### src/hw/rtl/lpg_pkg.sv
// lpg_pkg: shared types, codes and constants for the line pixel generator.
// Used by lpg_ctrl, lpg_dpath and line_pixel_generator; depends on nothing.
`default_nettype none

package lpg_pkg;

    // Default geometry of the design
    localparam int COORD_BITS_DEF = 12;
    localparam int FRAC_BITS_DEF  = 16;

    // Configuration port
    localparam int CFG_IDX_BITS  = 2;
    localparam int FRAME_BITS    = 12;
    localparam int CFG_DATA_BITS = FRAME_BITS;

    localparam logic [CFG_IDX_BITS-1:0] CFG_LINE_MODE    = 2'd0;
    localparam logic [CFG_IDX_BITS-1:0] CFG_FRAME_WIDTH  = 2'd1;
    localparam logic [CFG_IDX_BITS-1:0] CFG_FRAME_HEIGHT = 2'd2;

    localparam logic [FRAME_BITS-1:0] FRAME_WIDTH_RST  = 12'd960;
    localparam logic [FRAME_BITS-1:0] FRAME_HEIGHT_RST = 12'd720;

    // Line stepping methods
    localparam logic MODE_DDA  = 1'b0;
    localparam logic MODE_BRES = 1'b1;

    // Input item kinds
    localparam logic KIND_LOAD = 1'b0;
    localparam logic KIND_TICK = 1'b1;

    typedef enum logic {
        ST_READY,
        ST_DIV
    } t_lpg_state;

    // Controller to datapath
    typedef struct packed {
        logic load;      // latch endpoints and set up the divider
        logic div_step;  // one quotient bit of the DDA increments
        logic tick;      // emit the current pixel and advance
    } t_lpg_cmd;

    // Datapath to controller
    typedef struct packed {
        logic line_active;
        logic div_done;
    } t_lpg_sts;

endpackage

`default_nettype wire

### src/hw/rtl/lpg_ctrl.sv
// lpg_ctrl: controller state machine of the line pixel generator.
// Owns the input ready, the output valid and the commands to lpg_dpath; uses lpg_pkg.
`default_nettype none

module lpg_ctrl (
    input  wire                i_clk,
    input  wire                i_rst_n,
    input  wire                i_in_valid,
    input  wire                i_kind,
    input  wire                i_out_ready,
    input  lpg_pkg::t_lpg_sts  i_sts,
    output logic               o_in_ready,
    output logic               o_out_valid,
    output lpg_pkg::t_lpg_cmd  o_cmd
);
    import lpg_pkg::*;

    t_lpg_state r_state, n_state;
    logic       r_out_valid, n_out_valid;
    logic       w_accept;

    always_ff @(posedge i_clk) begin
        if (!i_rst_n) begin
            r_state     <= ST_READY;
            r_out_valid <= 1'b0;
        end else begin
            r_state     <= n_state;
            r_out_valid <= n_out_valid;
        end
    end

    always_comb begin
        n_state      = r_state;
        o_in_ready   = 1'b0;
        o_cmd        = '0;
        unique case (r_state)
            ST_READY: begin
                // The output register must be free, or be emptied this cycle.
                o_in_ready = !r_out_valid || i_out_ready;
                w_accept   = i_in_valid && o_in_ready;
                o_cmd.load = w_accept && (i_kind == KIND_LOAD);
                o_cmd.tick = w_accept && (i_kind == KIND_TICK) && i_sts.line_active;
                if (o_cmd.load) begin
                    n_state = ST_DIV;
                end
            end
            ST_DIV: begin
                w_accept       = 1'b0;
                o_cmd.div_step = 1'b1;
                if (i_sts.div_done) begin
                    n_state = ST_READY;
                end
            end
            default: begin
                w_accept = 1'b0;
                n_state  = ST_READY;
            end
        endcase

        if (o_cmd.tick) begin
            n_out_valid = 1'b1;
        end else if (i_out_ready) begin
            n_out_valid = 1'b0;
        end else begin
            n_out_valid = r_out_valid;
        end
    end

    assign o_out_valid = r_out_valid;

endmodule

`default_nettype wire

### src/hw/rtl/lpg_dpath.sv
// lpg_dpath: datapath of the line pixel generator: line state, both stepping
// methods, the serial increment divider and the output register. Uses lpg_pkg.
`default_nettype none

module lpg_dpath #(
    parameter int COORD_BITS = lpg_pkg::COORD_BITS_DEF,
    parameter int FRAC_BITS  = lpg_pkg::FRAC_BITS_DEF
) (
    input  wire                                  i_clk,
    input  wire                                  i_rst_n,
    input  lpg_pkg::t_lpg_cmd                    i_cmd,
    output lpg_pkg::t_lpg_sts                    o_sts,
    input  wire signed [COORD_BITS-1:0]          i_start_x,
    input  wire signed [COORD_BITS-1:0]          i_start_y,
    input  wire signed [COORD_BITS-1:0]          i_end_x,
    input  wire signed [COORD_BITS-1:0]          i_end_y,
    input  wire                                  i_line_mode,
    input  wire        [lpg_pkg::FRAME_BITS-1:0] i_frame_width,
    input  wire        [lpg_pkg::FRAME_BITS-1:0] i_frame_height,
    output logic signed [COORD_BITS-1:0]         o_pixel_x,
    output logic signed [COORD_BITS-1:0]         o_pixel_y,
    output logic                                 o_inside_res,
    output logic                                 o_last
);
    import lpg_pkg::*;

    localparam int ADW   = COORD_BITS + 1;              // magnitude of a delta
    localparam int ERW   = ADW + 2;                     // error term
    localparam int E2W   = ERW + 1;                     // doubled error term
    localparam int ACC_W = COORD_BITS + 2 + FRAC_BITS;  // DDA accumulator
    localparam int PXW   = ACC_W + 1 - FRAC_BITS;       // pixel before truncation
    localparam int QW    = FRAC_BITS + 1;               // increment magnitude
    localparam int RW    = ADW + 1;                     // divider remainder
    localparam int DCW   = $clog2(FRAC_BITS);

    function automatic logic signed [PXW-1:0] round_acc(input logic signed [ACC_W-1:0] a);
        logic [ACC_W-1:0] m;
        logic [ACC_W:0]   s;
        logic [PXW-1:0]   r;
        m = a[ACC_W-1] ? ACC_W'(-a) : ACC_W'(a);
        s = {1'b0, m} + ((ACC_W+1)'(1) << (FRAC_BITS - 1));
        r = s[ACC_W:FRAC_BITS];
        return a[ACC_W-1] ? $signed(-r) : $signed(r);
    endfunction

    function automatic logic in_range(input logic signed [PXW-1:0] p,
                                      input logic [FRAME_BITS-1:0] lim);
        return !p[PXW-1] &&
               ({{(FRAME_BITS+1){1'b0}}, p} < {{(PXW+1){1'b0}}, lim});
    endfunction

    // Line state
    logic                         r_active;
    logic [ADW-1:0]               r_steps_left;
    logic signed [COORD_BITS-1:0] r_cur_x, r_cur_y;
    logic [ADW-1:0]               r_adx;
    logic signed [ADW:0]          r_nady;
    logic signed [ERW-1:0]        r_err;
    logic                         r_dir_x_neg, r_dir_y_neg;
    logic signed [ACC_W-1:0]      r_acc_x, r_acc_y;
    logic                         r_neg_x, r_neg_y;
    // Divider
    logic [ADW-1:0]               r_steps;
    logic [RW-1:0]                r_rem_x, r_rem_y;
    logic [QW-1:0]                r_q_x, r_q_y;
    logic [DCW-1:0]               r_div_cnt;
    // Output register
    logic signed [COORD_BITS-1:0] r_px, r_py;
    logic                         r_inside, r_last;

    // Set-up of a new line
    logic signed [ADW-1:0] w_dx, w_dy;
    logic [ADW-1:0]        w_adx, w_ady, w_steps;
    logic                  w_qi_x, w_qi_y;

    assign w_dx    = $signed({i_end_x[COORD_BITS-1], i_end_x})
                   - $signed({i_start_x[COORD_BITS-1], i_start_x});
    assign w_dy    = $signed({i_end_y[COORD_BITS-1], i_end_y})
                   - $signed({i_start_y[COORD_BITS-1], i_start_y});
    assign w_adx   = w_dx[ADW-1] ? ADW'(-w_dx) : ADW'(w_dx);
    assign w_ady   = w_dy[ADW-1] ? ADW'(-w_dy) : ADW'(w_dy);
    assign w_steps = (w_adx > w_ady) ? w_adx : w_ady;
    // Integer part of |d| / steps is zero or one.
    assign w_qi_x  = w_adx >= w_steps;
    assign w_qi_y  = w_ady >= w_steps;

    // One restoring division step per axis
    logic [RW-1:0] w_rem2_x, w_rem2_y;
    logic          w_ge_x, w_ge_y;

    assign w_rem2_x = {r_rem_x[RW-2:0], 1'b0};
    assign w_rem2_y = {r_rem_y[RW-2:0], 1'b0};
    assign w_ge_x   = w_rem2_x >= {1'b0, r_steps};
    assign w_ge_y   = w_rem2_y >= {1'b0, r_steps};

    // Bresenham step
    logic signed [E2W-1:0] w_e2, w_nady_e, w_adx_e, w_err_n;
    logic                  w_xstep, w_ystep;

    assign w_e2     = {r_err, 1'b0};
    assign w_nady_e = {{(E2W-ADW-1){r_nady[ADW]}}, r_nady};
    assign w_adx_e  = $signed({{(E2W-ADW){1'b0}}, r_adx});
    assign w_xstep  = w_e2 >= w_nady_e;
    assign w_ystep  = w_e2 <= w_adx_e;
    assign w_err_n  = {r_err[ERW-1], r_err}
                    + (w_xstep ? w_nady_e : '0)
                    + (w_ystep ? w_adx_e : '0);

    // DDA increments, signed
    logic signed [ACC_W-1:0] w_inc_x, w_inc_y;

    assign w_inc_x = r_neg_x ? $signed(-{{(ACC_W-QW){1'b0}}, r_q_x})
                             : $signed({{(ACC_W-QW){1'b0}}, r_q_x});
    assign w_inc_y = r_neg_y ? $signed(-{{(ACC_W-QW){1'b0}}, r_q_y})
                             : $signed({{(ACC_W-QW){1'b0}}, r_q_y});

    // Pixel for the current tick
    logic signed [PXW-1:0] w_px, w_py;
    logic                  w_fin;

    always_comb begin
        if (i_line_mode == MODE_BRES) begin
            w_px = {{(PXW-COORD_BITS){r_cur_x[COORD_BITS-1]}}, r_cur_x};
            w_py = {{(PXW-COORD_BITS){r_cur_y[COORD_BITS-1]}}, r_cur_y};
        end else begin
            w_px = round_acc(r_acc_x);
            w_py = round_acc(r_acc_y);
        end
    end

    assign w_fin = (r_steps_left == '0);

    always_ff @(posedge i_clk) begin
        if (!i_rst_n) begin
            r_active  <= 1'b0;
            r_div_cnt <= '0;
        end else if (i_cmd.load) begin
            r_active  <= 1'b1;
            r_div_cnt <= '0;
        end else if (i_cmd.div_step) begin
            r_div_cnt <= r_div_cnt + DCW'(1);
        end else if (i_cmd.tick && w_fin) begin
            r_active  <= 1'b0;
        end
    end

    always_ff @(posedge i_clk) begin
        if (i_cmd.load) begin
            r_cur_x      <= i_start_x;
            r_cur_y      <= i_start_y;
            r_adx        <= w_adx;
            r_nady       <= -$signed({1'b0, w_ady});
            r_err        <= $signed({2'b00, w_adx}) - $signed({2'b00, w_ady});
            r_dir_x_neg  <= !(i_start_x < i_end_x);
            r_dir_y_neg  <= !(i_start_y < i_end_y);
            r_acc_x      <= {{2{i_start_x[COORD_BITS-1]}}, i_start_x, FRAC_BITS'(0)};
            r_acc_y      <= {{2{i_start_y[COORD_BITS-1]}}, i_start_y, FRAC_BITS'(0)};
            r_neg_x      <= w_dx[ADW-1];
            r_neg_y      <= w_dy[ADW-1];
            r_steps      <= w_steps;
            r_steps_left <= w_steps;
            r_rem_x      <= {1'b0, w_qi_x ? (w_adx - w_steps) : w_adx};
            r_rem_y      <= {1'b0, w_qi_y ? (w_ady - w_steps) : w_ady};
            r_q_x        <= QW'(w_qi_x);
            r_q_y        <= QW'(w_qi_y);
        end else if (i_cmd.div_step) begin
            r_rem_x <= w_ge_x ? (w_rem2_x - {1'b0, r_steps}) : w_rem2_x;
            r_rem_y <= w_ge_y ? (w_rem2_y - {1'b0, r_steps}) : w_rem2_y;
            r_q_x   <= {r_q_x[QW-2:0], w_ge_x};
            r_q_y   <= {r_q_y[QW-2:0], w_ge_y};
        end else if (i_cmd.tick && !w_fin) begin
            // Both methods advance on every tick but the final one of a line.
            r_err        <= ERW'(w_err_n);
            if (w_xstep) begin
                r_cur_x <= r_cur_x + (r_dir_x_neg ? '1 : COORD_BITS'(1));
            end
            if (w_ystep) begin
                r_cur_y <= r_cur_y + (r_dir_y_neg ? '1 : COORD_BITS'(1));
            end
            r_acc_x      <= r_acc_x + w_inc_x;
            r_acc_y      <= r_acc_y + w_inc_y;
            r_steps_left <= r_steps_left - ADW'(1);
        end
    end

    always_ff @(posedge i_clk) begin
        if (i_cmd.tick) begin
            r_px     <= w_px[COORD_BITS-1:0];
            r_py     <= w_py[COORD_BITS-1:0];
            r_inside <= in_range(w_px, i_frame_width) && in_range(w_py, i_frame_height);
            r_last   <= w_fin;
        end
    end

    assign o_sts.line_active = r_active;
    assign o_sts.div_done    = (r_div_cnt == DCW'(FRAC_BITS - 1));
    assign o_pixel_x         = r_px;
    assign o_pixel_y         = r_py;
    assign o_inside_res      = r_inside;
    assign o_last            = r_last;

endmodule

`default_nettype wire

### src/hw/rtl/line_pixel_generator.sv
// line_pixel_generator: top level of the line rasteriser (Bresenham and DDA).
// Holds the configuration registers; instantiates lpg_ctrl and lpg_dpath; uses lpg_pkg.
//
//  Channel   Direction  Handshake                   Payload
//  -------   ---------  --------------------------  ----------------------------------------
//  in        sink       i_in_valid / o_in_ready     i_kind, i_start_x/y, i_end_x/y
//  out       source     o_out_valid / i_out_ready   o_pixel_x/y, o_inside_res, o_last
//  cfg       sink       i_cfg_valid / o_cfg_ready   i_cfg_index, i_cfg_data
//
// A tick transaction's pixel appears in the output register on the next cycle, so a line
// streams at one pixel per cycle while the consumer keeps up. A load transaction sets up
// a radix-2 restoring divider that produces the DDA increments one quotient bit per cycle,
// and o_in_ready stays low while the divider runs.
// Reset clears the controller and leaves no line loaded; the registers return to DDA
// mode and a 960 by 720 frame. Ticks received with no line loaded produce nothing.
// A stalled consumer holds the output register; o_in_ready then falls until that
// transaction is taken. Configuration writes are always accepted.
`default_nettype none

module line_pixel_generator #(
    parameter int COORD_BITS = lpg_pkg::COORD_BITS_DEF,
    parameter int FRAC_BITS  = lpg_pkg::FRAC_BITS_DEF
) (
    input  wire                                     i_clk,
    input  wire                                     i_rst_n,
    // Configuration write channel
    input  wire                                     i_cfg_valid,
    output logic                                    o_cfg_ready,
    input  wire        [lpg_pkg::CFG_IDX_BITS-1:0]  i_cfg_index,
    input  wire        [lpg_pkg::CFG_DATA_BITS-1:0] i_cfg_data,
    // Input channel
    input  wire                                     i_in_valid,
    output logic                                    o_in_ready,
    input  wire                                     i_kind,
    input  wire signed [COORD_BITS-1:0]             i_start_x,
    input  wire signed [COORD_BITS-1:0]             i_start_y,
    input  wire signed [COORD_BITS-1:0]             i_end_x,
    input  wire signed [COORD_BITS-1:0]             i_end_y,
    // Output channel
    output logic                                    o_out_valid,
    input  wire                                     i_out_ready,
    output logic signed [COORD_BITS-1:0]            o_pixel_x,
    output logic signed [COORD_BITS-1:0]            o_pixel_y,
    output logic                                    o_inside_res,
    output logic                                    o_last
);
    import lpg_pkg::*;

    // Configuration registers. The user must write them only while the block is idle; the block
    // itself does not enforce this and takes every write without back-pressure.
    logic                  r_line_mode;
    logic [FRAME_BITS-1:0] r_frame_width;
    logic [FRAME_BITS-1:0] r_frame_height;

    assign o_cfg_ready = 1'b1;

    always_ff @(posedge i_clk) begin
        if (!i_rst_n) begin
            r_line_mode    <= MODE_DDA;
            r_frame_width  <= FRAME_WIDTH_RST;
            r_frame_height <= FRAME_HEIGHT_RST;
        end else if (i_cfg_valid && o_cfg_ready) begin
            unique case (i_cfg_index)
                CFG_LINE_MODE:    r_line_mode    <= i_cfg_data[0];
                CFG_FRAME_WIDTH:  r_frame_width  <= i_cfg_data[FRAME_BITS-1:0];
                CFG_FRAME_HEIGHT: r_frame_height <= i_cfg_data[FRAME_BITS-1:0];
                default: ;  // unknown index: the write is dropped
            endcase
        end
    end

    t_lpg_cmd s_cmd;
    t_lpg_sts s_sts;

    // The controller decides when a transaction is taken and what it does;
    // the datapath holds every piece of line state.
    lpg_ctrl u_ctrl (
        .i_clk       (i_clk),
        .i_rst_n     (i_rst_n),
        .i_in_valid  (i_in_valid),
        .i_kind      (i_kind),
        .i_out_ready (i_out_ready),
        .i_sts       (s_sts),
        .o_in_ready  (o_in_ready),
        .o_out_valid (o_out_valid),
        .o_cmd       (s_cmd)
    );

    lpg_dpath #(
        .COORD_BITS (COORD_BITS),
        .FRAC_BITS  (FRAC_BITS)
    ) u_dpath (
        .i_clk          (i_clk),
        .i_rst_n        (i_rst_n),
        .i_cmd          (s_cmd),
        .o_sts          (s_sts),
        .i_start_x      (i_start_x),
        .i_start_y      (i_start_y),
        .i_end_x        (i_end_x),
        .i_end_y        (i_end_y),
        .i_line_mode    (r_line_mode),
        .i_frame_width  (r_frame_width),
        .i_frame_height (r_frame_height),
        .o_pixel_x      (o_pixel_x),
        .o_pixel_y      (o_pixel_y),
        .o_inside_res   (o_inside_res),
        .o_last         (o_last)
    );

    // A load starts the divider, so nothing is accepted on the following cycle.
    a_load_busy: assert property (@(posedge i_clk) disable iff (!i_rst_n)
        s_cmd.load |=> !o_in_ready)
        else $error("input accepted while the increment divider runs");

    // Once the final pixel of a line has been produced, the line is closed.
    a_last_closes: assert property (@(posedge i_clk) disable iff (!i_rst_n)
        s_cmd.tick |=> (!o_last || !s_sts.line_active))
        else $error("line still active after its final pixel");

    // Input is only taken when the output register can take a new pixel.
    a_no_overrun: assert property (@(posedge i_clk) disable iff (!i_rst_n)
        o_in_ready |-> (!o_out_valid || i_out_ready))
        else $error("input ready while a pixel waits in the output register");

    // A pixel is only produced for a loaded line.
    a_tick_active: assert property (@(posedge i_clk) disable iff (!i_rst_n)
        s_cmd.tick |-> s_sts.line_active)
        else $error("pixel produced with no line loaded");

endmodule

`default_nettype wire
### config.mk
export PLATFORM = sky130hd
export DESIGN_NAME = line_pixel_generator
export DESIGN_NICKNAME = d
export VERILOG_FILES = /design/src/hw/rtl/lpg_pkg.sv /design/src/hw/rtl/lpg_ctrl.sv /design/src/hw/rtl/lpg_dpath.sv /design/src/hw/rtl/line_pixel_generator.sv
export SDC_FILE = /design/constraint.sdc
export NUM_CORES = 1
export LEC_CHECK = 0
export ABC_AREA = 1
export BUFFER_PORTS_ARGS = -buffer_cell sky130_fd_sc_hd__buf_2
export CAP_MARGIN = 30
export CORE_UTILIZATION = 58
export CTS_CLUSTER_SIZE = 8
export DETAILED_ROUTE_END_ITERATION = 8
export GPL_TIMING_DRIVEN = 0
export PLACE_DENSITY_LB_ADDON = 0.2
export SLEW_MARGIN = 20
export SYNTH_ARGS = -nofsm -noshare
export SYNTH_HDL_FRONTEND = slang
export SYNTH_SLANG_ARGS = --single-unit
### constraint.sdc
create_clock -name i_clk -period 6.5 [get_ports i_clk]
set_input_delay 0.65 -clock i_clk [delete_from_list [all_inputs] [get_ports i_clk]]
set_output_delay 0.65 -clock i_clk [all_outputs]
set_load 0.005 [all_outputs]
After elaboration in Yosys (flattened, before gate mapping). Cells that the tools add are included. W data, S select, Z words.

Register bits: 274. Input bits: 68.

$add $sub $neg: 26. Order comparisons: 11. Equality and inequality tests: 4. Multiplexer cells: 59. Bitwise operators: 4. Reductions and logical operators: 33.

Operators with widths (number): $mux W30 (10); $mux W13 (15); $mux W12 (10); $mux W15 (8); $add A30 B16 Y31 const B (2); $add A30 B30 Y30 (2); $neg A17 Y30 (2); $neg A30 Y30 (2); $sub A13 B13 Y13 (4); $add A15 B15 Y15 (2); $lt A15 B12 Y1 (2); $neg A15 Y15 (2); $ge A14 B13 Y1 (2); $ge A13 B13 Y1 (2); $neg A13 Y13 (2); $sub A12 B12 Y13 (2); $add A12 B12 Y12 (2); $lt A12 B12 Y1 (2); $ge A16 B14 Y1 (1); $le A16 B14 Y1 (1); $mux W1 (15); $neg A13 Y14 (1); $sub A13 B13 Y14 (1); $gt A13 B13 Y1 (1); 17 further kinds (44).

Longest topological paths before layout.
Depth after elaboration: 10. Depth in mapped cells: 47. Gate-level depth less buffers: 44.

Hierarchy. Synthesis repeated with hierarchy kept, for this count alone.

Cells, all modules: 3503. Area total of the unflattened synthesis: 24984.0 sq um.

Modules (own cells, without submodules): lpg_dpath (instances 1, cells each 3333, area each 23764.0 sq um, seq. area each 6726.5 sq um); line_pixel_generator (instances 1, cells each 149, area each 1089.8 sq um, seq. area each 500.5 sq um); lpg_ctrl (instances 1, cells each 21, area each 130.1 sq um, seq. area each 40.0 sq um).

Worst setup path after synthesis. OpenSTA, ideal clock, no wires.

Kind: input port to flip-flop. Start point: in i_end_x[0]. End point: reg u_dpath.r_rem_y[5], data pin. Library setup time: 0.256 ns. Data arrival time: 6.146 ns. Setup slack: 0.098 ns. Stages on the path: 45. Buffers on the path: 4. Cells stage by stage: inv_1 ha_1 fa_1 inv_1 nand3_1 nand2_2 nand3_2 nand3_1 nand2_1 nand2_2 inv_2 buf_6 or2_2 o21ai_1 inv_1 fa_1 o21ai_0 nand3_1 [... 9 more ...] nand2_8 buf_6 clkbuf_1 nand2_1 o21ai_0 inv_1 ha_1 inv_1 o21ai_0 nand3_1 nand2_1 a21oi_4 nand3_4 buf_6 nand2_1 o21ai_1 nand2_1 nand2_1.

RTL lines: from (decl) (line line_pixel_generator.sv:37) `input wire signed [COORD_BITS-1:0] i_end_x,`; $sub A12 B12 Y13 (line lpg_dpath.sv:77) `- $signed({i_start_x[COORD_BITS-1], i_start_x});`; net u_dpath.w_dx[12] (line lpg_dpath.sv:72) `logic signed [ADW-1:0] w_dx, w_dy;`; $mux W13 (line lpg_dpath.sv:80) `assign w_adx = w_dx[ADW-1] ? ADW'(-w_dx) : ADW'(w_dx);`; net u_dpath.w_adx[1] (line lpg_dpath.sv:73) `logic [ADW-1:0] w_adx, w_ady, w_steps;`; $gt A13 B13 Y1 (line lpg_dpath.sv:82) `assign w_steps = (w_adx > w_ady) ? w_adx : w_ady;`; $mux W13 (line lpg_dpath.sv:82); net u_dpath.w_steps[10] (line lpg_dpath.sv:73); $ge A13 B13 Y1 (line lpg_dpath.sv:85) `assign w_qi_y = w_ady >= w_steps;`; $mux W13 (line lpg_dpath.sv:163) `r_rem_y <= {1'b0, w_qi_y ? (w_ady - w_steps) : w_ady};`; $mux W13 (line lpg_dpath.sv:148) `if (i_cmd.load) begin`; to (signal assigned) (line lpg_dpath.sv:163); to (signal assigned) (line lpg_dpath.sv:168) `r_rem_y <= w_ge_y ? (w_rem2_y - {1'b0, r_steps}) : w_rem2_y;`; to (decl) (line lpg_dpath.sv:64) `logic [RW-1:0] r_rem_x, r_rem_y;`.

The timed path passes the listed nets, and every way through them passes these cells. A chain may end at the register's enable or synchronous reset.

Worst setup path in the final report.
Start point: in i_start_x[0]. End point: reg u_dpath.r_rem_y[6], data pin.

RTL lines: from (decl) (line line_pixel_generator.sv:35) `input wire signed [COORD_BITS-1:0] i_start_x,`; $sub A12 B12 Y13 (line lpg_dpath.sv:77); net u_dpath.w_dx[12] (line lpg_dpath.sv:72); $mux W13 (line lpg_dpath.sv:80); net u_dpath.w_adx[3] (line lpg_dpath.sv:73); $gt A13 B13 Y1 (line lpg_dpath.sv:82); $mux W13 (line lpg_dpath.sv:82); net u_dpath.w_steps[10] (line lpg_dpath.sv:73); $ge A13 B13 Y1 (line lpg_dpath.sv:85); $mux W13 (line lpg_dpath.sv:163); $mux W13 (line lpg_dpath.sv:148).

The timed path passes the listed nets, and every way through them passes these cells.

==> results.yml <==
floorplanning:
  start_util_pct: 59.2
  fp.dieH_um: 210
  rows: 75
  die_area_um2: 44000
  die_w_um: 210
  pin_count: 97
  core_um2: 42200
finish:
  syn2layout_area_growth_pct: 12.4
  fin_nets: 3958
  final_common_cell: "nand2_1"
  fillers: 3684
  drive_gt1_share_pct: 11.2
  final_cell_mix: "nand2_1 (692), inv_1 (543), nor2_1 (284), o21ai_0 (247), a21oi_1 (225)"
  insertedDiodeCount: 0
power_and_ir_drop:
  switchingPower_w: 0.00576
  swShare_pct: 48.6
  intPower_w: 0.00609
  combPwrFrac_pct: 61.9
  clockPowerShare_pct: 16.8
  irDropWorstVdd_uv: 283
  seqPwrFrac_pct: 21.3
  leakage_nw: 13.7
  power_density_nw_per_um2: 422
  finalPower_w: 0.0118
grt:
  grt_pass1_wl_um: 123000
  grt_usage_pct: 35.6
  grt_max_degree: 54
  first_global_vias: 23200
  antenna_found_initial: 1
  grt-ovfl-total: 0
critical_path:
  cp-endpoint: "u_dpath.r_rem_y[6]$_DFFE_PP_"
  r2r-start: "u_dpath.r_err[0]$_DFFE_PP_"
  r2r_slack_ps: 520
  crit_required_ps: 6820
  crit_fanout: 10
  critical-path-slowest-cell: "fa_2"
  critPathLaunchType: "input port"
  critPathArrivalTime_ps: 6550
  crit_start: "i_start_x[0]"
  cp_common_cell: "nand2_1"
  end_kind: "flip-flop"
  max_stage_delay_ps: 360
  rr_worst_depth: 35
  r2r-end: "u_dpath.r_err[13]$_DFFE_PP_"
  worstSetupPathType: "in2reg"
synth:
  yosysSeqAreaShare_pct: 29.1
  postSynth.asyncResetShare_pct: 0
  synth_top_family_by_area: "simple AND/OR/NAND/NOR gates"
  muxShareOfSynthArea_pct: 0
  yosysUniqueCellTypes: 65
  ys.flop_type: "edfxtp_1"
  yosys.area_share.adder_pct: 12.9
  netlist_area_um2: 25000
  netlist_instances: 3476
  synth_compound_area_share_pct: 15.0
  synthXorXnorAreaFrac_pct: 6.40
  ys_ff_latch: 274
  syn-num-nets: 3788
  synth-simple-area-share_pct: 26.1
  synth_edf_count: 178
  avgSynthCellArea_um2: 7.19
  yosys_warnings: 0
routing:
  route.detailed.drc: 0
  drtAntennaViolNets: 0
  via_per_inst: 5.90
  drt-initial-drc-count: 2705
  dr_wl_met3_um: 7930
  m1WireLength_um: 34000
  dr_wl_met2_um: 34000
  highest-signal-layer: "met5"
  wl_per_cell_um: 18.6
  vias: 24800
  firstDrtPassIters: 6
  wl_um: 78500
sta:
  final_max_slew_viol_count: 0
  tightest_slew_ps: 971
  period_needed_ps: 6230
  finalHoldViolCount: 0
  finalCritPeriodShare_pct: 95.8
  max_freq_mhz: 161
  worst_slack_ps: 272
  setup_tns_ps: 0
  setup_viol: 0
  finClkSkew_ps: 33.1
  max_slew_margin_pct: 35.3
clocking:
  cts_buffers: 40
  cts_tree: "built"
  clock_latency_ps: 590
  cts_htree_levels: 2
  cts-root-buf: "clkbuf_16"
  path_clk_slew_ps: 60
  cts.sinks: 274
  clock_path_buffers: 3
hold_path:
  hold_class: "in2reg"
  hold_start: "i_cfg_data[9]"
placement:
  io_buffer_count: 94
  place.gp.congestion: 1.00
  hpwlAfterDp_um: 61100
  post-place-ws_ps: -1860
run:
  drv_cap: 0
run_status:
  run_status: "completed"
-- per-layer routing --
| layer | global-route usage, % | vias up |
|---|---|---|
| met5 | 0 | - |
| met4 | 12.0 | 2 |
| met3 | 6.06 | 164 |
| met2 | 56.0 | 1175 |
| met1 | 49.5 | 11600 |
| li1 | - | 11900 |
-- power groups by stage --
stage / registers [W] / clock network, W / logic (W)
floorplan: 0.00247 / 0 / 0.00518
global placement: 0.00254 / 0 / 0.00659
detailed placement: 0.00254 / 0 / 0.00678
CTS: 0.00251 / 0.00199 / 0.00696
global route: 0.00255 / 0.00206 / 0.00814
finish: 0.00252 / 0.00199 / 0.00734
-- critical path: cells and delay by family --
kind / cells / cell delay, ps
XOR/XNOR: 1 / 300
adder cells (fa/ha/maj): 4 / 1160
AO/OA/AOI/OAI: 6 / 820
buffers and inverters: 9 / 1060
AND/OR/NAND/NOR: 24 / 2530
-- stage by stage --
step	hold WS (ps)	area (um2)	utilization [%]	std cells
2_1_floorplan	430	25000	-	3476
3_3_place_gp	445	26200	61.9	4109
3_5_place_dp	456	26200	62.1	4112
4_1_cts	310	27600	65.4	4183
5_1_grt	345	28100	66.5	4208
6_report	345	28100	66.5	4208
-- area by class of cell --
class / count / area, um2 / area share [%]
multi-input cells: 2527 / 15600 / 55.4
flip-flops and latches: 274 / 7270 / 25.9
inverters: 598 / 2280 / 8.11
clock buffers: 61 / 1080 / 3.84
repair buffers: 129 / 761 / 2.71
well taps: 539 / 674 / 2.40
plain buffers: 76 / 417 / 1.48
clock inverters: 4 / 52.6 / 0.187
-- cell families after synthesis --
logic type,after synthesis
other,1
and+or+nand+nor,1437
adders and majority gates,244
DFF,274
AOI/OAI and AO/OA,663
buffers and inverters,675
xor gates and xnor gates,182
-- synthesized netlist by cell type (all sizes together) (4+ instances only) --
| library cell | n | area (um2) |
|---|---|---|
| xor2 | 124 | 1090 |
| o32ai | 4 | 35.0 |
| edfxtp | 178 | 5350 |
| xnor2 | 58 | 508 |
| fa | 23 | 460 |
| nor3b | 8 | 60.1 |
| nor3 | 48 | 240 |
| o21ai | 266 | 1340 |
| nand3 | 203 | 1170 |
| o21bai | 15 | 113 |
| a21o | 5 | 37.5 |
| nand2 | 741 | 2960 |
| a21boi | 6 | 45.1 |
| o22ai | 22 | 138 |
| o31ai | 11 | 82.6 |
| clkbuf | 54 | 203 |
| dfxtp | 96 | 1920 |
| a22oi | 34 | 255 |
| inv | 598 | 2250 |
| nor2 | 306 | 1230 |
| or2 | 9 | 56.3 |
| ha | 221 | 2770 |
| o21a | 4 | 30.0 |
| nand4 | 89 | 594 |
| o211ai | 37 | 293 |
| nand3b | 14 | 105 |
| a21oi | 231 | 1170 |
| buf | 23 | 185 |
| nor4 | 12 | 75.1 |
| a31oi | 18 | 113 |
-- worst min path at each step --
stage                                                end  depth (start not counted)  slack (ps)
after floorplan            r_frame_width[0]$_SDFFE_PN0P_                          2         430
after global placement    r_frame_height[0]$_SDFFE_PN0P_                          2         450
after detailed placement  u_dpath.r_q_y[16]$_SDFFE_PP0P_                          2         460
after CTS                  r_frame_width[9]$_SDFFE_PN1P_                          3         310
after global routing       r_frame_width[9]$_SDFFE_PN1P_                          3         340
final                      r_frame_width[9]$_SDFFE_PN1P_                          3         340
-- registers in the layout (all words and copies together), names as in the netlist, 4 cells and up --
register	cells
u_dpath.r_steps	13
u_dpath.o_pixel_x	12
u_dpath.r_q_x	17
u_dpath.r_acc_y	30
u_dpath.r_cur_y	12
u_dpath.r_rem_x	13
r_frame_width	12
u_dpath.r_q_y	17
r_frame_height	12
u_dpath.r_nady	14
u_dpath.r_div_cnt	4
u_dpath.r_rem_y	13
u_dpath.o_pixel_y	12
u_dpath.r_adx	13
u_dpath.r_steps_left	13
u_dpath.r_err	15
u_dpath.r_cur_x	12
u_dpath.r_acc_x	30
-- what timing repair did --
item	4_1_cts	5_1_grt
gates resized for setup	44	57
setup endpoints to repair	28	31
pin swaps	4	15
hold buffers	0	0
buffers inserted	6	26
Note: power is estimated with default switching activity, not from simulation.
